## config.mk

```make
export PLATFORM = sky130hd
export DESIGN_NAME = mbs_axis
export DESIGN_NICKNAME = d
export VERILOG_FILES = /design/src/hw/rtl/mbs_pkg.sv /design/src/hw/rtl/mbs_axis.sv
export SDC_FILE = /design/constraint.sdc
export NUM_CORES = 2
export LEC_CHECK = 0
export BUFFER_PORTS_ARGS = -buffer_cell sky130_fd_sc_hd__buf_2
export CORE_MARGIN = 2
export CORE_UTILIZATION = 62
export CTS_BUF_LIST = sky130_fd_sc_hd__clkbuf_4 sky130_fd_sc_hd__clkbuf_8
export CTS_CLUSTER_SIZE = 20
export DETAILED_ROUTE_END_ITERATION = 12
export PLACE_DENSITY = 0.79
export SYNTH_ARGS = -nofsm -noshare
export SYNTH_HDL_FRONTEND = slang
export SYNTH_SLANG_ARGS = --single-unit
```

## constraint.sdc

```tcl
create_clock -name clk -period 12.7 [get_ports clk]
set_clock_uncertainty 0.2 [all_clocks]
set_input_delay 0 -clock clk [delete_from_list [all_inputs] [get_ports clk]]
set_output_delay 0 -clock clk [all_outputs]
set_load 0.02 [all_outputs]
```

## src/hw/rtl/mbs_pkg.sv

```systemverilog
// Shared types and constants for the mesh background subtractor.
// No dependencies; every other file but mbs_ram imports this package.
`timescale 1ns / 1ps

package mbs_pkg;

  localparam int unsigned GRID_COLS_MAX = 64;
  localparam int unsigned GRID_ROWS_MAX = 64;
  localparam int unsigned IMAGE_DIM_MAX = 8192;

  localparam int unsigned DIM_W     = 14;   // image and cell size registers
  localparam int unsigned COORD_W   = 13;   // pixel column or row
  localparam int unsigned GRID_W    = 7;    // grid count registers
  localparam int unsigned NM1_W     = 6;    // grid count minus one after clamping
  localparam int unsigned SPAN_W    = 13;   // positive span of one axis
  localparam int unsigned FRAC_W    = 16;   // fraction bits of a grid position
  localparam int unsigned POS_W     = 24;   // grid position, Q16
  localparam int unsigned DATA_W    = 32;
  localparam int unsigned TAB_AW    = 12;
  localparam int unsigned TAB_DEPTH = 4096;
  localparam int unsigned IDX_W     = 6;    // grid cell index
  localparam int unsigned WGT_W     = 25;   // signed Q16 blend weight

  // position divider: one quotient bit per stage, plus two set-up stages and
  // the output select stage
  localparam int unsigned DIV_STEPS = POS_W;
  localparam int unsigned AXIS_LAT  = DIV_STEPS + 3;

  localparam logic [2:0] REG_IMAGE_WIDTH  = 3'd0;
  localparam logic [2:0] REG_IMAGE_HEIGHT = 3'd1;
  localparam logic [2:0] REG_GRID_COLUMNS = 3'd2;
  localparam logic [2:0] REG_GRID_ROWS    = 3'd3;
  localparam logic [2:0] REG_CELL_WIDTH   = 3'd4;
  localparam logic [2:0] REG_CELL_HEIGHT  = 3'd5;
  localparam logic [2:0] REG_BLANK_VALUE  = 3'd6;

  // per-axis constants worked out from the configuration registers
  typedef struct packed {
    logic                    zero;   // position is always 0 on this axis
    logic [COORD_W-1:0]      half;   // cell size / 2
    logic signed [DIM_W:0]   top;    // size - half
    logic [SPAN_W-1:0]       span;   // size - cell, valid when not zero
    logic [NM1_W-1:0]        nm1;    // grid count - 1
  } axis_cfg_t;

  // what travels beside the arithmetic through every stage
  typedef struct packed {
    logic              valid;
    logic              load;
    logic              blank;
    logic [DATA_W-1:0] pixel;
    logic [TAB_AW-1:0] gidx;
    logic [DATA_W-1:0] gval;
  } ctl_t;

endpackage

```

## src/hw/rtl/mbs_axis.sv

```systemverilog
// One axis of the position mapper: pixel coordinate to Q16 grid position.
// Depends on mbs_pkg; holds a pipelined restoring divider, one bit a stage.
`timescale 1ns / 1ps

module mbs_axis (
  input  logic                      clk,
  input  logic                      adv,
  input  mbs_pkg::axis_cfg_t        cfg,
  input  logic [mbs_pkg::COORD_W-1:0] coord,
  output logic [mbs_pkg::POS_W-1:0]   pos
);
  import mbs_pkg::*;

  typedef enum logic [1:0] {POS_ZERO, POS_DIV, POS_TOP} pos_sel_t;

  localparam int unsigned PROD_W  = COORD_W + NM1_W;
  localparam int unsigned DVD_W   = PROD_W + FRAC_W + 1;
  localparam int unsigned DIV_W   = SPAN_W + 1;
  localparam int unsigned REM_W   = DIV_W;
  localparam int unsigned TRIAL_W = REM_W + 1;

  pos_sel_t           sel1_r, sel2_r;
  logic [COORD_W-1:0] off1_r;
  logic [DVD_W-1:0]   dvd2_r;
  logic [POS_W-1:0]   pos_r;

  pos_sel_t           seld_r   [DIV_STEPS];
  logic [REM_W-1:0]   rem_r    [DIV_STEPS];
  logic [POS_W-1:0]   work_r   [DIV_STEPS];

  pos_sel_t           sin      [DIV_STEPS];
  logic [REM_W-1:0]   rin      [DIV_STEPS];
  logic [POS_W-1:0]   win      [DIV_STEPS];
  logic [TRIAL_W-1:0] trial    [DIV_STEPS];
  logic               ge       [DIV_STEPS];
  logic [REM_W-1:0]   rem_nxt  [DIV_STEPS];
  logic [POS_W-1:0]   work_nxt [DIV_STEPS];

  pos_sel_t           sel1_nxt;
  logic [PROD_W-1:0]  prod;
  logic [DVD_W-1:0]   dvd2_nxt;
  logic [DIV_W-1:0]   divisor;
  logic [POS_W-1:0]   pos_nxt;

  // classify the coordinate against the edge bands
  always_comb begin
    if (cfg.zero || coord < cfg.half) begin
      sel1_nxt = POS_ZERO;
    end else if ($signed({2'b00, coord}) > cfg.top) begin
      sel1_nxt = POS_TOP;
    end else begin
      sel1_nxt = POS_DIV;
    end
  end

  // dividend is 2*(c-half)*(n-1)*2^16 + span, divisor 2*span: rounds half up
  assign prod     = PROD_W'(off1_r) * PROD_W'(cfg.nm1);
  assign dvd2_nxt = {prod, (FRAC_W + 1)'(0)} | DVD_W'(cfg.span);
  assign divisor  = {cfg.span, 1'b0};

  always_comb begin
    rin[0] = REM_W'(dvd2_r[DVD_W-1:POS_W]);
    win[0] = dvd2_r[POS_W-1:0];
    sin[0] = sel2_r;
    for (int k = 1; k < DIV_STEPS; k++) begin
      rin[k] = rem_r[k-1];
      win[k] = work_r[k-1];
      sin[k] = seld_r[k-1];
    end
  end

  always_comb begin
    for (int k = 0; k < DIV_STEPS; k++) begin
      trial[k]    = {rin[k], win[k][POS_W-1]};
      ge[k]       = trial[k] >= TRIAL_W'(divisor);
      rem_nxt[k]  = ge[k] ? REM_W'(trial[k] - TRIAL_W'(divisor)) : REM_W'(trial[k]);
      work_nxt[k] = {win[k][POS_W-2:0], ge[k]};
    end
  end

  always_comb begin
    case (seld_r[DIV_STEPS-1])
      POS_DIV: pos_nxt = work_r[DIV_STEPS-1];
      POS_TOP: pos_nxt = POS_W'({cfg.nm1, FRAC_W'(0)});
      default: pos_nxt = '0;
    endcase
  end

  always_ff @(posedge clk) begin
    if (adv) begin
      sel1_r <= sel1_nxt;
      off1_r <= coord - cfg.half;
      sel2_r <= sel1_r;
      dvd2_r <= dvd2_nxt;
      for (int k = 0; k < DIV_STEPS; k++) begin
        seld_r[k] <= sin[k];
        rem_r[k]  <= rem_nxt[k];
        work_r[k] <= work_nxt[k];
      end
      pos_r <= pos_nxt;
    end
  end

  assign pos = pos_r;

endmodule

```

[Word-level counts from Yosys, hierarchy flattened]
Memory sizes are Yosys's and may differ from the RTL's.
Index checks and enable logic that the tools add are counted.
Word-level totals
  memories: 3
  bits of input ports: 63
  output and inout port bits: 24
  memory bits (writable): 960
  word-level logic and storage cells: 92
  bits in registers: 77
Cells by class
  reductions and logical operators: 1
  equality and inequality tests: 2
  add/sub/neg operators: 25
  muxes and demuxes: 28
  bitwise operators: 1
  multiply operators: 1
  magnitude comparators: 26
Memories
  work_r: words 24, width 24, rd ports 24, clocked after Yosys merged registers in 0, write ports 24, line mbs_axis.sv:29  | logic [POS_W-1:0] work_r [DIV_STEPS];
  rem_r: words 24, width 14, rd ports 23, clocked after Yosys merged registers in 0, write ports 24, line mbs_axis.sv:28  | logic [REM_W-1:0] rem_r [DIV_STEPS];
  seld_r: words 24, width 2, rd ports 24, clocked after Yosys merged registers in 0, write ports 24, line mbs_axis.sv:27  | pos_sel_t seld_r [DIV_STEPS];
Operators with widths (number)
  15-bit by 14-bit greater-or-equal comparator with 1-bit output: 23
  14-bit two-way mux: 24
  14-bit subtractor: 23
  24-bit case mux with 2 select lines: 1
  36-bit by 13-bit bitwise OR with 36-bit output: 1
  13-bit by 6-bit multiplier with 19-bit output: 1
  14-bit by 15-bit > comparator with 1-bit output: 1
  13-bit by 14-bit greater-or-equal comparator with 1-bit output: 1
  13-bit by 14-bit subtractor with 14-bit output: 1
  13-bit less-than comparator: 1
  13-bit subtractor: 1
  2-bit by 1-bit == test with 1-bit output (second input constant): 1
  2-bit == test (second input constant): 1
  1-bit two-way mux: 2
  2-bit two-way mux: 1
  1-bit logical OR: 1

[Longest topological paths before layout]
An unclocked memory read counts as a cell.
  depth in word-level cells: 3
  depth in mapped cells: 16
  mapped depth without buffers: 15

[Worst setup path before layout]
No wires, ideal clock.
  path kind: register to register
  start: reg off1_r[5]
  end: reg dvd2_r[34] (data pin)
  data required time: 12.238 ns
  arrival: 3.676 ns
  period minus slack after synthesis: 4.138 ns
  library setup time: 0.262 ns
  setup slack: 8.562 ns
  path buffers: 0
  stages on the path, launching flop included: 14
  path through: edfxtp_1 > and2_1 > fa_1 > fa_1 > inv_1 > fa_1 > inv_1 > ha_1 > and3_1 > and3_1 > a21oi_1 > a311oi_1 > mux2i_1 > nand3_1
On the way
  cells in the longest elaborated chain, start to end: 2
RTL lines
  start, declared: line mbs_axis.sv:23  | logic [COORD_W-1:0] off1_r;
  start signal, assigned: line mbs_axis.sv:92  | off1_r <= coord - cfg.half;
  13-bit by 6-bit multiplier with 19-bit output: line mbs_axis.sv:57  | assign prod = PROD_W'(off1_r) * PROD_W'(cfg.nm1);
  36-bit by 13-bit bitwise OR with 36-bit output: line mbs_axis.sv:58  | assign dvd2_nxt = {prod, (FRAC_W + 1)'(0)} | DVD_W'(cfg.span);
  named net dvd2_nxt[34]: line mbs_axis.sv:41  | logic [DVD_W-1:0] dvd2_nxt;
  end signal, assigned: line mbs_axis.sv:94  | dvd2_r <= dvd2_nxt;
  end, declared: line mbs_axis.sv:24  | logic [DVD_W-1:0] dvd2_r;
The timed path passes the listed nets, and every way through them passes these cells.
A chain may end at the register's enable or synchronous reset.

[Worst setup path in the final report]
  start: reg off1_r[6]
  end: reg dvd2_r[34] (data pin)
Same word-level chain as after synthesis.

==> out/qor.txt <==
Slowest stage delay, CP -> 550 ps
Antenna violations before repair -> 1
Root buf cell -> clkbuf_8
Async SR Flop Fraction -> 0%
Number of global-route vias before repair -> 30600
Final setup vio count -> 0
Total number of vias -> 31500
Final net count -> 4659
Mapped Area -> 0.0509 mm^2
Final WL -> 98.0 mm
Largest net degree at the start of global routing -> 131
Dominant cell type by area after synthesis -> edfxtp_1
FMAX -> 224 MHz
Max_cap viols -> 0
Chip height -> 291 um
Cts bufs inserted -> 159
Synthesis-to-finish area growth -> 11.6%
Area share of the largest cell type after synthesis -> 57.8%
Worst-path cell chain -> and2_1 > fa_1 > fa_1 > inv_1 > fa_1 > inv_1 > ha_1 > and3_1 > and3_1 > a21oi_1 > a311oi_1 > mux2i_1 > nand3_1
Pre-CTS WS -> 8260 ps
Pwr dens -> 240 mW/mm^2
FF-to-FF Start -> off1_r[6]
Status -> completed
Detailed Routing Iterations Pass 1 -> 6
Power Total -> 13.6 mW
CP max FO -> 6
ANT nets after route -> 0
Layout cells sized above 1 -> 14.4%
First-pass GRT wire length -> 156 mm
H-Tree Depth -> 4
Hpwl dp -> 62.8 mm
Worst Slack Setup Final -> 8240 ps
Die area -> 0.0844 mm^2
Slew Viols, Final -> 0
Starting DRT DRC Count -> 2443
Post-route DRC -> 0
Leakage -> 22.2 nW
Post-Syn Nets -> 4342
Crit path time final -> 4460 ps
Die Span X -> 291 um
Synth warnings -> 0
Most frequent CP cell -> fa_1
Number of vias per cell -> 5.87
PortBufs -> 86
Critical path class -> reg2reg
Post-synth cell types -> 84
IO Pins -> 87
Row count -> 105
Arrival time worst endpoint -> 4820 ps
Yosys reg bits -> 981
Worst Hold Class -> in2reg
CP Capture Type -> register
Hold Startpoint -> coord[1]
Final hold vios -> 0
Storage element area -> 0.0295 mm^2
Final core occ -> 69.6%
CP required -> 13050 ps
CTS tree -> done
Synth Instances -> 3845
Startpoint Class -> register
Synth Flop Type -> edfxtp_1
Period utilization -> 35.1%
Post-CTS Setup Inserts -> 0
Area of the multi-input gates -> 0.0202 mm^2
Unrepaired setup endpoints after global routing -> false
Routability cong. -> 0.869
Post-synth EDFFs -> 981
Reg clk slew, reported paths -> 60 ps
Worst-Margin Slew -> 1220 ps
Tot GR Track Use -> 23.2%
Total grt overflow -> 0
Most frequent cells in the layout -> edfxtp_1 (981), ha_1 (365), nor2_1 (250), inv_1 (238), a21oi_1 (225)
Slowest stage cell, crit path -> fa_1
Worst Setup SP -> off1_r[6]
Core area -> 0.0817 mm^2
Seq/Total Area, Yosys -> 57.8%
Clk buf depth -> 3
Hold slack -> 95.1 ps
Setup_tns -> 0 ps
Commonest non-fill, non-tap cell in the layout -> edfxtp_1
Total clock sinks -> 981
Post-Syn Area per Cell -> 13.2 um^2
Hold buffer count at cts -> 93
Synth area leaders -> edfxtp_1 (58%), ha_1 (9.0%), mux2_2 (4.1%), fa_1 (2.7%), a21oi_1 (2.2%)
Later-pin clock latency in the skew report -> 830 ps
Max rail drop VDD -> 0.136 mV
Fill count -> 5582
Post-cts sizing count -> 0
Slew margin rel. -> 18.4%
Starting density of the core -> 62.3%
Routed len/inst -> 18.3 um
critical path, delay by kind of cell, from the launching register on:
family / cells / cell delay [ps]
adder cells (fa/ha/maj): 4 / 1940
AND/OR/NAND/NOR: 4 / 720
AO/OA/AOI/OAI: 2 / 540
flip-flops: 1 / 470
multiplexers: 1 / 230
buffers and inverters: 2 / 100
worst paths after layout:
path                         to  slack (ps)  cells after the start
setup reg to reg     dvd2_r[34]        8240                     13
hold reg to reg   work_r[2][75]         200                      0
setup / recovery     dvd2_r[34]        8240                     13
hold / removal        off1_r[1]         100                      5
cell usage after synthesis, types with 9 or more instances:
library cell	count
a2111oi_0	9
and2_1	98
a211oi_1	20
nor2_1	250
o21ai_0	158
o31ai_1	25
nand4b_1	15
or2_2	15
o21ai_2	11
edfxtp_1	981
o21bai_1	13
inv_1	238
xor2_1	76
and3_1	23
nand2_1	154
a21oi_1	225
mux2_2	186
nand3_1	63
mux2i_1	38
or3_1	22
a22oi_1	10
nor3_1	51
xnor2_1	124
o211ai_1	20
a31oi_1	25
ha_1	365
a221oi_1	9
buf_2	15
nand2b_1	45
fa_1	69
nand3b_1	10
a21o_1	92
clkbuf_1	28
o311ai_0	10
nand4_1	33
nor2b_1	77
nor4_1	18
a21boi_0	25
o21a_1	43
metal layers:
metal  vias up  GRT usage (%)  share of wire (%)  wire length (um)
met5         -              0                  0                 0
met4         0           8.85                2.9              2880
met3       193           3.95                5.4              5310
met2       846           37.1                 47             46100
met1     15200           32.0                 45             43700
li1      15200              -                  -                 -
where the power goes:
| part | total, mW | switching [mW] | internal [mW] | leakage, nW |
|---|---|---|---|---|
| Clock | 2.77 | 1.25 | 1.52 | 1.69 |
| Sequential | 5.10 | 0.416 | 4.69 | 9.59 |
| Combinational | 5.74 | 3.04 | 2.71 | 11.0 |
| Total | 13.6 | 4.70 | 8.92 | 22.2 |
stage by stage:
stage,instances,instance area [um^2]
after floorplan,3845,50900
after global placement,4978,52600
after detailed placement,4978,52600
after CTS,5358,56800
after global routing,5360,56800
final,5360,56800
flip-flops by register name, summed over array words and instances, names as in the netlist:
register,cells
dvd2_r,32
off1_r,13
pos,24
rem_r,318
sel1_r,2
sel2_r,2
seld_r,48
work_r,542
logic make-up after synthesis:
logic type | count (synthesis) | synth area share (%)
AO/OA/AOI/OAI | 800 | 10.5
XOR/XNOR | 200 | 3.44
adder cells (fa/ha/maj) | 434 | 11.7
buffers and inverters | 298 | 2.39
flip-flops | 981 | 57.8
multiplexers | 236 | 5.18
AND/OR/NAND/NOR | 896 | 8.95
cell type report:
cell class	count	share of cell area, %
inverters	241	1.60
flip-flops and latches	981	51.8
diodes	2	0.00881
well taps	1070	2.36
clock inverters	92	1.36
clock buffers	195	4.36
repair buffers	213	2.86
multi-input cells	2566	35.6
Power figures use the tool's default switching activity.
